File: src/hw/rtl/incremental_pi_controller_defines.svh
// assertion macros shared by the controller rtl
`ifndef INCREMENTAL_PI_CONTROLLER_DEFINES_SVH
`define INCREMENTAL_PI_CONTROLLER_DEFINES_SVH

`ifndef SYNTHESIS
// same-cycle implication, sampled on clk, off while rst_n is low
`define IPIC_ASSERT_IMP(lbl, ante, cons, msg) \
  lbl: assert property (@(posedge clk) disable iff (!rst_n) (ante) |-> (cons)) \
    else $error(msg);
// next-cycle implication, sampled on clk, off while rst_n is low
`define IPIC_ASSERT_NXT(lbl, ante, cons, msg) \
  lbl: assert property (@(posedge clk) disable iff (!rst_n) (ante) |=> (cons)) \
    else $error(msg);
`else
`define IPIC_ASSERT_IMP(lbl, ante, cons, msg)
`define IPIC_ASSERT_NXT(lbl, ante, cons, msg)
`endif

`endif

File: src/hw/rtl/ipic_pkg.sv
package ipic_pkg;

  // sequencer states
  typedef enum logic [2:0] {
    ST_IDLE,
    ST_SETUP,
    ST_MAC,
    ST_DIV,
    ST_DCLAMP,
    ST_OCLAMP,
    ST_DONE
  } state_t;

  // configuration register indexes
  localparam int CFG_IDX_W = 3;
  typedef enum logic [CFG_IDX_W-1:0] {
    CFG_KP_GAIN   = 3'd0,
    CFG_KI_GAIN   = 3'd1,
    CFG_OUT_MIN   = 3'd2,
    CFG_OUT_MAX   = 3'd3,
    CFG_DELTA_MIN = 3'd4,
    CFG_DELTA_MAX = 3'd5
  } cfg_idx_t;

  // sample period 5 ms as an exact division by 200
  localparam int REM_W = 8;
  localparam logic [REM_W-1:0] DIVISOR = 8'd200;

  // status of a serial arithmetic unit
  typedef struct packed {
    logic busy;
    logic done;
  } unit_stat_t;

endpackage

File: src/hw/rtl/ipic_mac.sv
`include "incremental_pi_controller_defines.svh"

// serial-parallel signed multiply-accumulate: prod = a*x + b*y
// one bit of x and y per cycle, lsb first, msb carries negative weight
module ipic_mac #(
  parameter int AW = 40,
  parameter int BW = 32,
  parameter int N  = 33
) (
  input  logic                     clk,
  input  logic                     rst_n,
  input  logic                     start,
  input  logic signed [AW-1:0]     a_in,
  input  logic signed [BW-1:0]     b_in,
  input  logic        [N-1:0]      x_in,
  input  logic        [N-1:0]      y_in,
  output ipic_pkg::unit_stat_t     stat,
  output logic signed [AW+2+N-1:0] prod
);

  localparam int PW = AW + 2;
  localparam int CW = $clog2(N + 1);

  logic signed [AW-1:0] a_r;
  logic signed [BW-1:0] b_r;
  logic [N-1:0]         x_r, x_nxt;
  logic [N-1:0]         y_r, y_nxt;
  logic signed [PW-1:0] hi_r, hi_nxt;
  logic [N-1:0]         lo_r, lo_nxt;
  logic [CW-1:0]        cnt_r, cnt_nxt;
  logic                 busy_r, busy_nxt;
  logic                 done_r, done_nxt;

  logic signed [PW-1:0] pp;
  logic signed [PW-1:0] sum;
  logic                 last;

  // partial product of the current bit pair
  always_comb begin
    pp = '0;
    if (x_r[0]) begin
      pp = pp + PW'(a_r);
    end
    if (y_r[0]) begin
      pp = pp + PW'(b_r);
    end
  end

  // accumulate, subtract on the sign bit, then shift one bit down
  always_comb begin
    last     = (cnt_r == CW'(1));
    sum      = last ? (hi_r - pp) : (hi_r + pp);
    hi_nxt   = hi_r;
    lo_nxt   = lo_r;
    x_nxt    = x_r;
    y_nxt    = y_r;
    cnt_nxt  = cnt_r;
    busy_nxt = busy_r;
    done_nxt = 1'b0;
    if (start) begin
      hi_nxt   = '0;
      lo_nxt   = '0;
      x_nxt    = x_in;
      y_nxt    = y_in;
      cnt_nxt  = CW'(N);
      busy_nxt = 1'b1;
    end else if (busy_r) begin
      hi_nxt   = {sum[PW-1], sum[PW-1:1]};
      lo_nxt   = {sum[0], lo_r[N-1:1]};
      x_nxt    = {1'b0, x_r[N-1:1]};
      y_nxt    = {1'b0, y_r[N-1:1]};
      cnt_nxt  = cnt_r - CW'(1);
      busy_nxt = !last;
      done_nxt = last;
    end
  end

  // operand registers
  always_ff @(posedge clk) begin
    if (start) begin
      a_r <= a_in;
      b_r <= b_in;
    end
  end

  // control registers; the shift and accumulator registers follow
  always_ff @(posedge clk) begin
    if (!rst_n) begin
      busy_r <= 1'b0;
      done_r <= 1'b0;
      cnt_r  <= '0;
    end else begin
      busy_r <= busy_nxt;
      done_r <= done_nxt;
      cnt_r  <= cnt_nxt;
    end
  end

  always_ff @(posedge clk) begin
    hi_r <= hi_nxt;
    lo_r <= lo_nxt;
    x_r  <= x_nxt;
    y_r  <= y_nxt;
  end

  assign stat.busy = busy_r;
  assign stat.done = done_r;
  assign prod      = {hi_r, lo_r};

  `IPIC_ASSERT_IMP(a_mac_cnt_live, busy_r, cnt_r != '0, "mac busy with no bits left")
  `IPIC_ASSERT_NXT(a_mac_done_ends, done_r, !done_r || start, "mac done held twice")

endmodule

File: src/hw/rtl/ipic_div200.sv
`include "incremental_pi_controller_defines.svh"

// floor division of a signed value by 200, one quotient bit per cycle, msb first
// negative values divide the complement and complement the quotient
module ipic_div200 #(
  parameter int DV = 59
) (
  input  logic                 clk,
  input  logic                 rst_n,
  input  logic                 start,
  input  logic signed [DV-1:0] dividend,
  output ipic_pkg::unit_stat_t stat,
  output logic signed [DV-1:0] quot
);

  localparam int CW = $clog2(DV + 1);
  localparam int RW = ipic_pkg::REM_W;

  logic [DV-1:0] num_r, num_nxt;
  logic [DV-1:0] q_r, q_nxt;
  logic [RW-1:0] rem_r, rem_nxt;
  logic          neg_r, neg_nxt;
  logic [CW-1:0] cnt_r, cnt_nxt;
  logic          busy_r, busy_nxt;
  logic          done_r, done_nxt;

  logic [RW:0]   trial;
  logic [RW:0]   diff;
  logic          fits;
  logic          last;

  // one restoring step
  always_comb begin
    trial = {rem_r, num_r[DV-1]};
    diff  = trial - {1'b0, ipic_pkg::DIVISOR};
    fits  = (trial >= {1'b0, ipic_pkg::DIVISOR});
    last  = (cnt_r == CW'(1));
  end

  always_comb begin
    num_nxt  = num_r;
    q_nxt    = q_r;
    rem_nxt  = rem_r;
    neg_nxt  = neg_r;
    cnt_nxt  = cnt_r;
    busy_nxt = busy_r;
    done_nxt = 1'b0;
    if (start) begin
      neg_nxt  = dividend[DV-1];
      num_nxt  = dividend ^ {DV{dividend[DV-1]}};
      q_nxt    = '0;
      rem_nxt  = '0;
      cnt_nxt  = CW'(DV);
      busy_nxt = 1'b1;
    end else if (busy_r) begin
      num_nxt  = {num_r[DV-2:0], 1'b0};
      q_nxt    = {q_r[DV-2:0], fits};
      rem_nxt  = fits ? diff[RW-1:0] : trial[RW-1:0];
      cnt_nxt  = cnt_r - CW'(1);
      busy_nxt = !last;
      done_nxt = last;
    end
  end

  // control registers
  always_ff @(posedge clk) begin
    if (!rst_n) begin
      busy_r <= 1'b0;
      done_r <= 1'b0;
      cnt_r  <= '0;
      rem_r  <= '0;
    end else begin
      busy_r <= busy_nxt;
      done_r <= done_nxt;
      cnt_r  <= cnt_nxt;
      rem_r  <= rem_nxt;
    end
  end

  // data registers
  always_ff @(posedge clk) begin
    num_r <= num_nxt;
    q_r   <= q_nxt;
    neg_r <= neg_nxt;
  end

  assign stat.busy = busy_r;
  assign stat.done = done_r;
  assign quot      = neg_r ? ~q_r : q_r;

  `IPIC_ASSERT_IMP(a_div_rem_bound, 1'b1, rem_r < ipic_pkg::DIVISOR, "remainder reached 200")
  `IPIC_ASSERT_IMP(a_div_cnt_live, busy_r, cnt_r != '0, "divider busy with no bits left")

endmodule

File: src/hw/rtl/incremental_pi_controller.sv
// Velocity-form PI controller in signed fixed point (FRAC_BITS fraction bits). A control
// sample passes through a setup state, the bit-serial multiply-accumulate that forms
// 200*kp*(e - e_prev) + ki*e, the bit-serial divide by 200, and the increment clamp,
// output clamp and hand-off states. A clear item goes from idle straight to the hand-off.
// The block works on one item at a time; it takes the next item as soon as the result is
// parked in the output register, even while that result waits.
// Configuration writes are always taken and must be issued only while the block is idle.
`include "incremental_pi_controller_defines.svh"

module incremental_pi_controller #(
  parameter int DATA_WIDTH = 32,
  parameter int FRAC_BITS  = 16
) (
  input  logic                             clk,
  input  logic                             rst_n,
  input  logic                             in_valid,
  output logic                             in_ready,
  input  logic                             in_kind,
  input  logic signed [DATA_WIDTH-1:0]     in_measured,
  input  logic signed [DATA_WIDTH-1:0]     in_target,
  output logic                             out_valid,
  input  logic                             out_ready,
  output logic signed [DATA_WIDTH-1:0]     out_drive,
  input  logic                             cfg_valid,
  output logic                             cfg_ready,
  input  logic [ipic_pkg::CFG_IDX_W-1:0]   cfg_index,
  input  logic signed [DATA_WIDTH-1:0]     cfg_data
);

  localparam int W   = DATA_WIDTH;
  localparam int AW  = W + 8;
  localparam int N   = W + 1;
  localparam int PRW = AW + 2 + N;
  localparam int DV  = PRW - FRAC_BITS;

  localparam logic signed [W-1:0] SMAX = {1'b0, {(W-1){1'b1}}};
  localparam logic signed [W-1:0] SMIN = {1'b1, {(W-1){1'b0}}};

  ipic_pkg::state_t state_r, state_nxt;

  logic signed [W-1:0] kp_gain_r, ki_gain_r;
  logic signed [W-1:0] out_min_r, out_max_r, delta_min_r, delta_max_r;
  logic signed [W-1:0] prev_error_r, prev_output_r;
  logic signed [W-1:0] err_r, delta_r, drive_res_r, out_drive_r;
  logic signed [W-1:0] delta_nxt, drive_res_nxt, err_nxt;
  logic                clr_r;
  logic                out_valid_r;

  logic                 accept;
  logic                 mac_start, div_start, out_load;
  ipic_pkg::unit_stat_t mac_stat, div_stat;

  logic signed [W:0]    err_diff;
  logic signed [AW-1:0] kp_ext, mac_a;
  logic        [N-1:0]  mac_x, mac_y;
  logic signed [PRW-1:0] mac_prod;
  logic signed [DV-1:0]  div_quot;

  logic [DV-W-1:0]     q_upper;
  logic                q_ovf_pos, q_ovf_neg;
  logic signed [W-1:0] q_low;
  logic signed [W:0]   out_sum;
  logic signed [W:0]   out_max_ext, out_min_ext;

  logic st_mac, st_oclamp, st_done;
  logic dlim_ord, olim_ord, delta_ok, drive_ok, hist_zero;

  // next state
  always_comb begin
    state_nxt = state_r;
    case (state_r)
      ipic_pkg::ST_IDLE: begin
        if (in_valid) begin
          state_nxt = in_kind ? ipic_pkg::ST_DONE : ipic_pkg::ST_SETUP;
        end
      end
      ipic_pkg::ST_SETUP: begin
        state_nxt = ipic_pkg::ST_MAC;
      end
      ipic_pkg::ST_MAC: begin
        if (mac_stat.done) begin
          state_nxt = ipic_pkg::ST_DIV;
        end
      end
      ipic_pkg::ST_DIV: begin
        if (div_stat.done) begin
          state_nxt = ipic_pkg::ST_DCLAMP;
        end
      end
      ipic_pkg::ST_DCLAMP: begin
        state_nxt = ipic_pkg::ST_OCLAMP;
      end
      ipic_pkg::ST_OCLAMP: begin
        state_nxt = ipic_pkg::ST_DONE;
      end
      ipic_pkg::ST_DONE: begin
        if (!out_valid_r || out_ready) begin
          state_nxt = ipic_pkg::ST_IDLE;
        end
      end
      default: begin
        state_nxt = ipic_pkg::ST_IDLE;
      end
    endcase
  end

  // sequencer outputs
  always_comb begin
    in_ready  = 1'b0;
    mac_start = 1'b0;
    div_start = 1'b0;
    out_load  = 1'b0;
    case (state_r)
      ipic_pkg::ST_IDLE:  in_ready  = 1'b1;
      ipic_pkg::ST_SETUP: mac_start = 1'b1;
      ipic_pkg::ST_MAC:   div_start = mac_stat.done;
      ipic_pkg::ST_DONE:  out_load  = !out_valid_r || out_ready;
      default: begin
        in_ready = 1'b0;
      end
    endcase
  end

  assign accept = in_valid && in_ready;

  always_ff @(posedge clk) begin
    if (!rst_n) begin
      state_r <= ipic_pkg::ST_IDLE;
    end else begin
      state_r <= state_nxt;
    end
  end

  // configuration writes
  assign cfg_ready = 1'b1;

  always_ff @(posedge clk) begin
    if (!rst_n) begin
      kp_gain_r   <= '0;
      ki_gain_r   <= '0;
      out_min_r   <= SMIN;
      out_max_r   <= SMAX;
      delta_min_r <= SMIN;
      delta_max_r <= SMAX;
    end else if (cfg_valid && cfg_ready) begin
      case (cfg_index)
        ipic_pkg::CFG_KP_GAIN:   kp_gain_r   <= cfg_data;
        ipic_pkg::CFG_KI_GAIN:   ki_gain_r   <= cfg_data;
        ipic_pkg::CFG_OUT_MIN:   out_min_r   <= cfg_data;
        ipic_pkg::CFG_OUT_MAX:   out_max_r   <= cfg_data;
        ipic_pkg::CFG_DELTA_MIN: delta_min_r <= cfg_data;
        ipic_pkg::CFG_DELTA_MAX: delta_max_r <= cfg_data;
        default: begin
          kp_gain_r <= kp_gain_r;
        end
      endcase
    end
  end

  // saturated error at transfer, zero for a clear item
  always_comb begin
    err_diff = {in_target[W-1], in_target} - {in_measured[W-1], in_measured};
    if (in_kind) begin
      err_nxt = '0;
    end else if (err_diff[W] != err_diff[W-1]) begin
      err_nxt = err_diff[W] ? SMIN : SMAX;
    end else begin
      err_nxt = err_diff[W-1:0];
    end
  end

  // mac operands: 200*kp against the error step, ki against the error
  always_comb begin
    kp_ext = AW'(kp_gain_r);
    mac_a  = (kp_ext <<< 7) + (kp_ext <<< 6) + (kp_ext <<< 3);
    mac_x  = {err_r[W-1], err_r} - {prev_error_r[W-1], prev_error_r};
    mac_y  = {err_r[W-1], err_r};
  end

  ipic_mac #(
    .AW (AW),
    .BW (W),
    .N  (N)
  ) u_mac (
    .clk   (clk),
    .rst_n (rst_n),
    .start (mac_start),
    .a_in  (mac_a),
    .b_in  (ki_gain_r),
    .x_in  (mac_x),
    .y_in  (mac_y),
    .stat  (mac_stat),
    .prod  (mac_prod)
  );

  // fraction bits drop as a floor shift ahead of the divide
  ipic_div200 #(
    .DV (DV)
  ) u_div (
    .clk      (clk),
    .rst_n    (rst_n),
    .start    (div_start),
    .dividend (mac_prod[PRW-1:FRAC_BITS]),
    .stat     (div_stat),
    .quot     (div_quot)
  );

  // increment clamp, upper limit tested first
  always_comb begin
    q_upper   = div_quot[DV-2:W-1];
    q_ovf_pos = !div_quot[DV-1] && (|q_upper);
    q_ovf_neg = div_quot[DV-1] && !(&q_upper);
    q_low     = div_quot[W-1:0];
    if (q_ovf_pos) begin
      delta_nxt = delta_max_r;
    end else if (q_ovf_neg) begin
      delta_nxt = delta_min_r;
    end else if (q_low > delta_max_r) begin
      delta_nxt = delta_max_r;
    end else if (q_low < delta_min_r) begin
      delta_nxt = delta_min_r;
    end else begin
      delta_nxt = q_low;
    end
  end

  // output clamp, upper limit tested first, signed compare on widened values
  always_comb begin
    out_sum     = {prev_output_r[W-1], prev_output_r} + {delta_r[W-1], delta_r};
    out_max_ext = {out_max_r[W-1], out_max_r};
    out_min_ext = {out_min_r[W-1], out_min_r};
    if (out_sum > out_max_ext) begin
      drive_res_nxt = out_max_r;
    end else if (out_sum < out_min_ext) begin
      drive_res_nxt = out_min_r;
    end else begin
      drive_res_nxt = out_sum[W-1:0];
    end
  end

  // item datapath
  always_ff @(posedge clk) begin
    if (accept) begin
      err_r       <= err_nxt;
      clr_r       <= in_kind;
      drive_res_r <= '0;
    end
    if (state_r == ipic_pkg::ST_DCLAMP) begin
      delta_r <= delta_nxt;
    end
    if (state_r == ipic_pkg::ST_OCLAMP) begin
      drive_res_r <= drive_res_nxt;
    end
    if (out_load) begin
      out_drive_r <= drive_res_r;
    end
  end

  // controller history and output valid
  always_ff @(posedge clk) begin
    if (!rst_n) begin
      prev_error_r  <= '0;
      prev_output_r <= '0;
      out_valid_r   <= 1'b0;
    end else begin
      if (out_load) begin
        prev_error_r  <= err_r;
        prev_output_r <= drive_res_r;
        out_valid_r   <= 1'b1;
      end else if (out_ready) begin
        out_valid_r   <= 1'b0;
      end
    end
  end

  assign out_valid = out_valid_r;
  assign out_drive = out_drive_r;

  // terms for the checks below
  always_comb begin
    st_mac    = (state_r == ipic_pkg::ST_MAC);
    st_oclamp = (state_r == ipic_pkg::ST_OCLAMP);
    st_done   = (state_r == ipic_pkg::ST_DONE);
    dlim_ord  = (delta_min_r <= delta_max_r);
    olim_ord  = (out_min_r <= out_max_r);
    delta_ok  = (delta_r >= delta_min_r) && (delta_r <= delta_max_r);
    drive_ok  = (drive_res_r >= out_min_r) && (drive_res_r <= out_max_r);
    hist_zero = (prev_output_r == '0) && (prev_error_r == '0);
  end

  `IPIC_ASSERT_IMP(a_units_exclusive, 1'b1, !(mac_stat.busy && div_stat.busy), "units overlap")
  `IPIC_ASSERT_IMP(a_mac_done_in_mac, mac_stat.done, st_mac, "mac done outside mac state")
  `IPIC_ASSERT_IMP(a_delta_in_limits, st_oclamp && dlim_ord, delta_ok, "increment off limits")
  `IPIC_ASSERT_IMP(a_drive_in_limits, st_done && !clr_r && olim_ord, drive_ok, "output off limits")
  `IPIC_ASSERT_NXT(a_clear_zeroes, out_load && clr_r, hist_zero, "clear left history")

endmodule
File: config.mk
export PLATFORM = sky130hd
export DESIGN_NAME = incremental_pi_controller
export DESIGN_NICKNAME = d
export VERILOG_FILES = /design/src/hw/rtl/ipic_pkg.sv /design/src/hw/rtl/ipic_mac.sv /design/src/hw/rtl/ipic_div200.sv /design/src/hw/rtl/incremental_pi_controller.sv
export VERILOG_INCLUDE_DIRS = /design/src /design/src/hw/rtl
export SDC_FILE = /design/constraint.sdc
export NUM_CORES = 2
export LEC_CHECK = 0
export ABC_AREA = 1
export BUFFER_PORTS_ARGS = -buffer_cell sky130_fd_sc_hd__buf_2
export CORE_UTILIZATION = 35
export CTS_BUF_LIST = sky130_fd_sc_hd__clkbuf_2
export DETAILED_ROUTE_END_ITERATION = 12
export SETUP_SLACK_MARGIN = 0.5
export SLEW_MARGIN = 15
export SYNTH_ARGS = -nofsm -noshare
export SYNTH_HDL_FRONTEND = slang
export SYNTH_SLANG_ARGS = --single-unit
File: constraint.sdc
create_clock -name clk -period 5.64 [get_ports clk]
set_clock_uncertainty 0.2 [all_clocks]
set_input_delay 0.282 -clock clk [delete_from_list [all_inputs] [get_ports clk]]
set_output_delay 0.282 -clock clk [all_outputs]
set_load 0.02 [all_outputs]
# After elaboration in Yosys (flattened, before gate mapping)
# Cells that the tools add are included.
# classes
addsub	11
magnitude_cmp	5
eq_ne	18
muxes	41
bitwise_logic	5
reduce_logical	28
# ops
operator	n
2-to-1 mux 32 bit	10
2-to-1 mux 59 bit	3
2-to-1 mux 33 bit	4
2-to-1 mux 42 bit	3
subtractor 32 x 32 -> 33 bit	2
NOT 59 bit	1
bitwise XOR 59 bit	1
adder 41 x 42 -> 42 bit	1
adder 42 x 32 -> 42 bit	1
subtractor 41 x 42 -> 42 bit	1
adder 39 x 38 -> 40 bit	1
adder 40 x 35 -> 40 bit	1
adder 32 x 32 -> 33 bit	1
greater-than comparator 33 x 32 -> 1 bit	1
less-than comparator 33 x 32 -> 1 bit	1
greater-than comparator 32 bit	1
less-than comparator 32 bit	1
AND reduction 27 bit	1
OR reduction 27 bit	1
2-to-1 mux 6 bit	4
one-hot mux 3 bit (7 select lines)	1
== test 3 bit, second input constant	5
2-to-1 mux 3 bit	5
== test 3 x 2 -> 1 bit, second input constant	4
other kinds (20)	53
# totals
regBits	743
input_bits	105
out_inout_bits	35
word_cells	140

# Depth between registers and ports, before layout
# logic_depth
depth_word	7
ltp_mapped	41
mapped_depth_nobuf	40

# Modules after synthesis
# Synthesis repeated with hierarchy kept, for this count alone.
# unflattened
cells_unflattened	6434
hier_area_um2	48139.9
# by_module_without_submodules
module	n_inst	cells_per_inst	area_per_inst_um2	seq_area_each_um2
incremental_pi_controller	1	3585	26481.6	9048.7
ipic_mac	1	2147	15232.1	5785.5
ipic_div200	1	702	6426.2	3303.2

# Worst setup path before layout
# No wires, ideal clock.
# synth_path
path_type	register to register
startpoint	register u_mac.x_r[0]
endpoint	register u_mac.hi_r[40] (netlist name)
setup_time_ns	0.064
arrival_time_ns	4.748
required_time_ns	5.376
path_slack_ns	0.629
path_stages_with_launch	39
n_path_buf	4
period_less_slack_ns	5.011
cell_sequence	edfxtp_1 buf_4 clkbuf_1 buf_2 buf_2 nand2_1 inv_1 ha_1 inv_1 o21bai_1 a21oi_1 o21ai_0 a21oi_1 nand2_1 nand2_1 nand3_1 nand2_1 nand2_1 [... 3 more ...] nand2_2 a21oi_2 xor2_1 inv_1 ha_1 inv_1 nor3_1 nand2_1 nor2_1 nand3_1 nand3_1 xor2_1 inv_1 nand4_1 nand3_1 nand2_1 inv_1 nor2_1
# synth_between
elab_chain_cells	5
elab_cells_between_ends	6
cone_classes	3 x add/sub; 3 x mux
# synth_lines
item	line	source
start, declared	ipic_mac.sv:26	logic [N-1:0] x_r, x_nxt;
start signal, assigned	ipic_mac.sv:102	x_r <= x_nxt;
2-to-1 mux 42 bit *	ipic_mac.sv:41	if (x_r[0]) begin
adder 42 x 32 -> 42 bit	ipic_mac.sv:45	pp = pp + PW'(b_r);
2-to-1 mux 42 bit *	ipic_mac.sv:44	if (y_r[0]) begin
adder 41 x 42 -> 42 bit / subtractor 41 x 42 -> 42 bit (equally long branches)	ipic_mac.sv:52	sum = last ? (hi_r - pp) : (hi_r + pp);
2-to-1 mux 42 bit *	ipic_mac.sv:52	
# Every way passes the cells marked *; elsewhere a longest branch is shown, timed or not.
# A chain may end at the register's enable or synchronous reset.

# Worst setup path after layout
# layout_path
startpoint	input port in_target[4]
endpoint	register err_r[29], data pin
# layout_between
elab_chain_cells	3
elab_cells_between_ends	4
cone_classes	1 x add/sub; 1 x eq/ne; 2 x mux
# layout_lines
item	line	source
start, declared	incremental_pi_controller.sv:20	input logic signed [DATA_WIDTH-1:0] in_target,
subtractor 32 x 32 -> 33 bit *	incremental_pi_controller.sv:162	err_diff = {in_target[W-1], in_target} - {in_measured[W-1], in_measured};
2-to-1 mux 32 bit / != test 1 bit (equally long branches)	incremental_pi_controller.sv:166, incremental_pi_controller.sv:165	
2-to-1 mux 32 bit *	incremental_pi_controller.sv:165	end else if (err_diff[W] != err_diff[W-1]) begin
end signal, assigned	incremental_pi_controller.sv:244	err_r <= err_nxt;
end, declared	incremental_pi_controller.sv:44	logic signed [W-1:0] err_r, delta_r, drive_res_r, out_drive_r;
# Marks and branches as above.

==> impl_metrics.toml <==
[cells_and_area]
syn2layout_area_growth_pct = 22.9
fin_cells = 8597
fill_cells = 13200
seqCellArea_um2 = 17700
drive_above_1_share_pct = 15.2
final_core_util_pct = 43.5
finalNetCount = 7161
multi_input_area_um2 = 26300

[logic_synthesis]
synthTopCellsByCount = "nand2_1, inv_1, o21ai_0"
yosys_most_used_dff = "dfxtp_1"
synth-seq-area-share_pct = 38.5
ys_types = 60
synth.top_cell.area_share_pct = 21.1
yosys.area.top_type = "edfxtp_1"
syn_nets = 6546
ys_warn_count = 0
synth.cell_area_um2 = 46000
netlist_instances = 6071
post-synth-top-count-cell = "nand2_1"
avgSynthCellArea_um2 = 7.58
async_flop_share_pct = 0
ys_seq_elements = 724
synth_edf_count = 323
synthTopCellsByArea = "edfxtp_1, dfxtp_1, nand2_1, ha_1, inv_1"

[critical_path]
slowest_delay_ns = 0.63
cp_max_fo = 15
end_kind = "register"
path_class = "in2reg"
r2r_cells = 35
path_common_cell = "nand2_1"
path_depth = 25
cp.required_ns = 6.83
crit_buf_inv = 9
cp_top_family = "buffers and inverters"
startpoint_type = "input pin"
reg2reg_slack_ns = 0.43
arrival_ns = 6.42
cp_slowest_cell = "dlygate4sd3_1"

[cts]
htreeDepth = 4
clk_pin_slew_worst_paths_ns = 0.10
clockRootBuffer = "clkbuf_2"
clk_latency_ns = 1.60
cts_made_buffers = 193
cts_tree = "yes"
cts_sinks = 724
cts_max_path_buffers = 3

[run_status]
status = "complete, no violations"

[sta]
period_share_pct = 92.7
hold_ws_ns = 0.203
tightest_slew_ns = 1.09
finalSetupViolCount = 0
rsz0062_at_grt = "yes"
fmax_ghz = 0.191
hold_viol = 0
slew_viol_final = 0
setup_tns_ns = 0
fin_crit_ns = 5.23
relSlewSlack_pct = 27.1

[detailed_routing]
ant_nets = 0
routed_wl_um = 144000
via_per_inst = 5.02
drt-initial-drc-count = 2995
vias = 43200
post_drt_wl_per_cell_um = 16.7
firstDrtPassIters = 6
drc = 0

[job]
cap_violations = 0

[global_route]
grt_max_degree = 165
grt_pass1_wl_um = 225000
gr-total-overflow = 0
first_global_vias = 41900
antenna_found_initial = 13
track_usage_pct = 21.3

[die]
boundaryPins = 140
start_util_pct = 35.4
core-area_um2 = 130000
die_y_um = 365
die_w_um = 365
num_rows = 132
dieArea_um2 = 133000

[pwr]
cellLeakagePower_nw = 25.8
max-vdd-ir-drop_mv = 0.265
power_density_nw_per_um2 = 479

[min_path]
hold_depth = 2
hold_path_class = "reg2reg"

[placement]
place_hpwl_um = 97700
routabilityCongestion = 0.954
port_buffers = 138
numPlacedInstances = 7810
==> where the power goes <==
part / leakage (nW) / total [mW] / internal [mW] / switching [mW]
Clock: 1.39 / 3.87 / 1.53 / 2.35
Sequential: 6.28 / 7.43 / 6.77 / 0.664
Combinational: 18.1 / 15.8 / 6.10 / 9.69
Total: 25.8 / 27.1 / 14.4 / 12.7
==> area by class of cell <==
type	count	area share, %
Sequential cell	724	31.4
Inverter	780	5.18
Clock inverter	72	0.708
Timing Repair Buffer	644	9.87
Tap cell	1742	3.85
Clock buffer	287	2.54
Multi-Input combinational cell	4343	46.5
Antenna cell	5	0.0221
==> worst min-delay path: cells and delay by family, from the launching register on <==
| family | cells | cell delay (ns) |
|---|---|---|
| flip-flops | 1 | 0.34 |
| AO/OA/AOI/OAI | 1 | 0.06 |
| AND/OR/NAND/NOR | 1 | 0.07 |
==> layer usage <==
layer / vias to the layer above / share of wire (%) / global-route usage [%] / routed length (um)
met3: 323 / 5.7 / 3.79 / 8190
li1: 21500 / - / - / -
met4: 6 / 4.2 / 9.65 / 6060
met1: 20000 / 45 / 27.4 / 64500
met5: - / 0.028 / 0 / 40
met2: 1258 / 45 / 34.5 / 64700
==> state kept, by name, indices dropped and copies added, names as in the netlist, 8 cells and up <==
register,cells
ki_gain_r,32
delta_min_r,32
u_mac.a_r,37
u_mac.y_r,33
u_div.num_r,59
u_mac.x_r,33
out_drive,32
err_r,32
prev_error_r,32
delta_max_r,32
u_mac.lo_r,17
out_min_r,32
u_mac.b_r,32
u_div.q_r,59
drive_res_r,32
u_mac.hi_r,41
u_div.rem_r,8
kp_gain_r,32
out_max_r,32
prev_output_r,32
delta_r,32
==> layout by cell type, fill, tap and decap left out, types with 56 or more instances in the layout <==
master and instances:
nand4_1 56, nand2_1 1226, inv_1 748, nor2_1 489
dlygate4sd3_1 324, nand2_2 93, a21oi_1 519, clkbuf_2 287
ha_1 300, xnor2_1 188, o211ai_1 65, dfxtp_1 398
buf_4 157, xor2_1 99, edfxtp_1 323, nand3_1 186
o21ai_0 534, buf_2 138
==> path summary, 6_finish.rpt <==
kind,startpoint,endpoint
max,in_target[4],err_r[29]
min,u_div.q_r[7],u_div.q_r[8]
max reg2reg,u_mac.x_r[0],u_mac.hi_r[40]
min reg2reg,u_div.q_r[7],u_div.q_r[8]
==> through the flow <==
step / area (um^2) / total power [mW] / worst slack, ns
after floorplan: 46000 / 16.7 / 0.629
after global placement: 48800 / 20.2 / -0.382
after detailed placement: 48800 / 20.3 / -0.345
after CTS: 55200 / 25.9 / 0.422
after global routing: 56500 / 29.3 / -0.0104
final: 56500 / 27.1 / 0.411
==> timing repair <==
action | in CTS | in global routing
endpoints found under the hold margin | 412 | 0
buffers inserted | 53 | 36
hold buffers | 330 | 0
pin swaps | 74 | 121
gates resized for setup | 208 | 245
endpoints found under the setup margin | 50 | 87
cloned | 1 | 3
==> logic make-up (layout without fill, tap and decap cells) <==
group	after synthesis	in the layout	share of synthesized area, %
AO/OA/AOI/OAI	1408	1408	16.7
XOR/XNOR	301	301	5.73
other	1	6	0.00815
buffers and inverters	1004	1783	8.27
adder cells (fa/ha/maj)	370	370	10.6
AND/OR/NAND/NOR	2263	2263	20.1
flip-flops	724	724	38.5
Note: power is estimated with default switching activity, not from simulation.
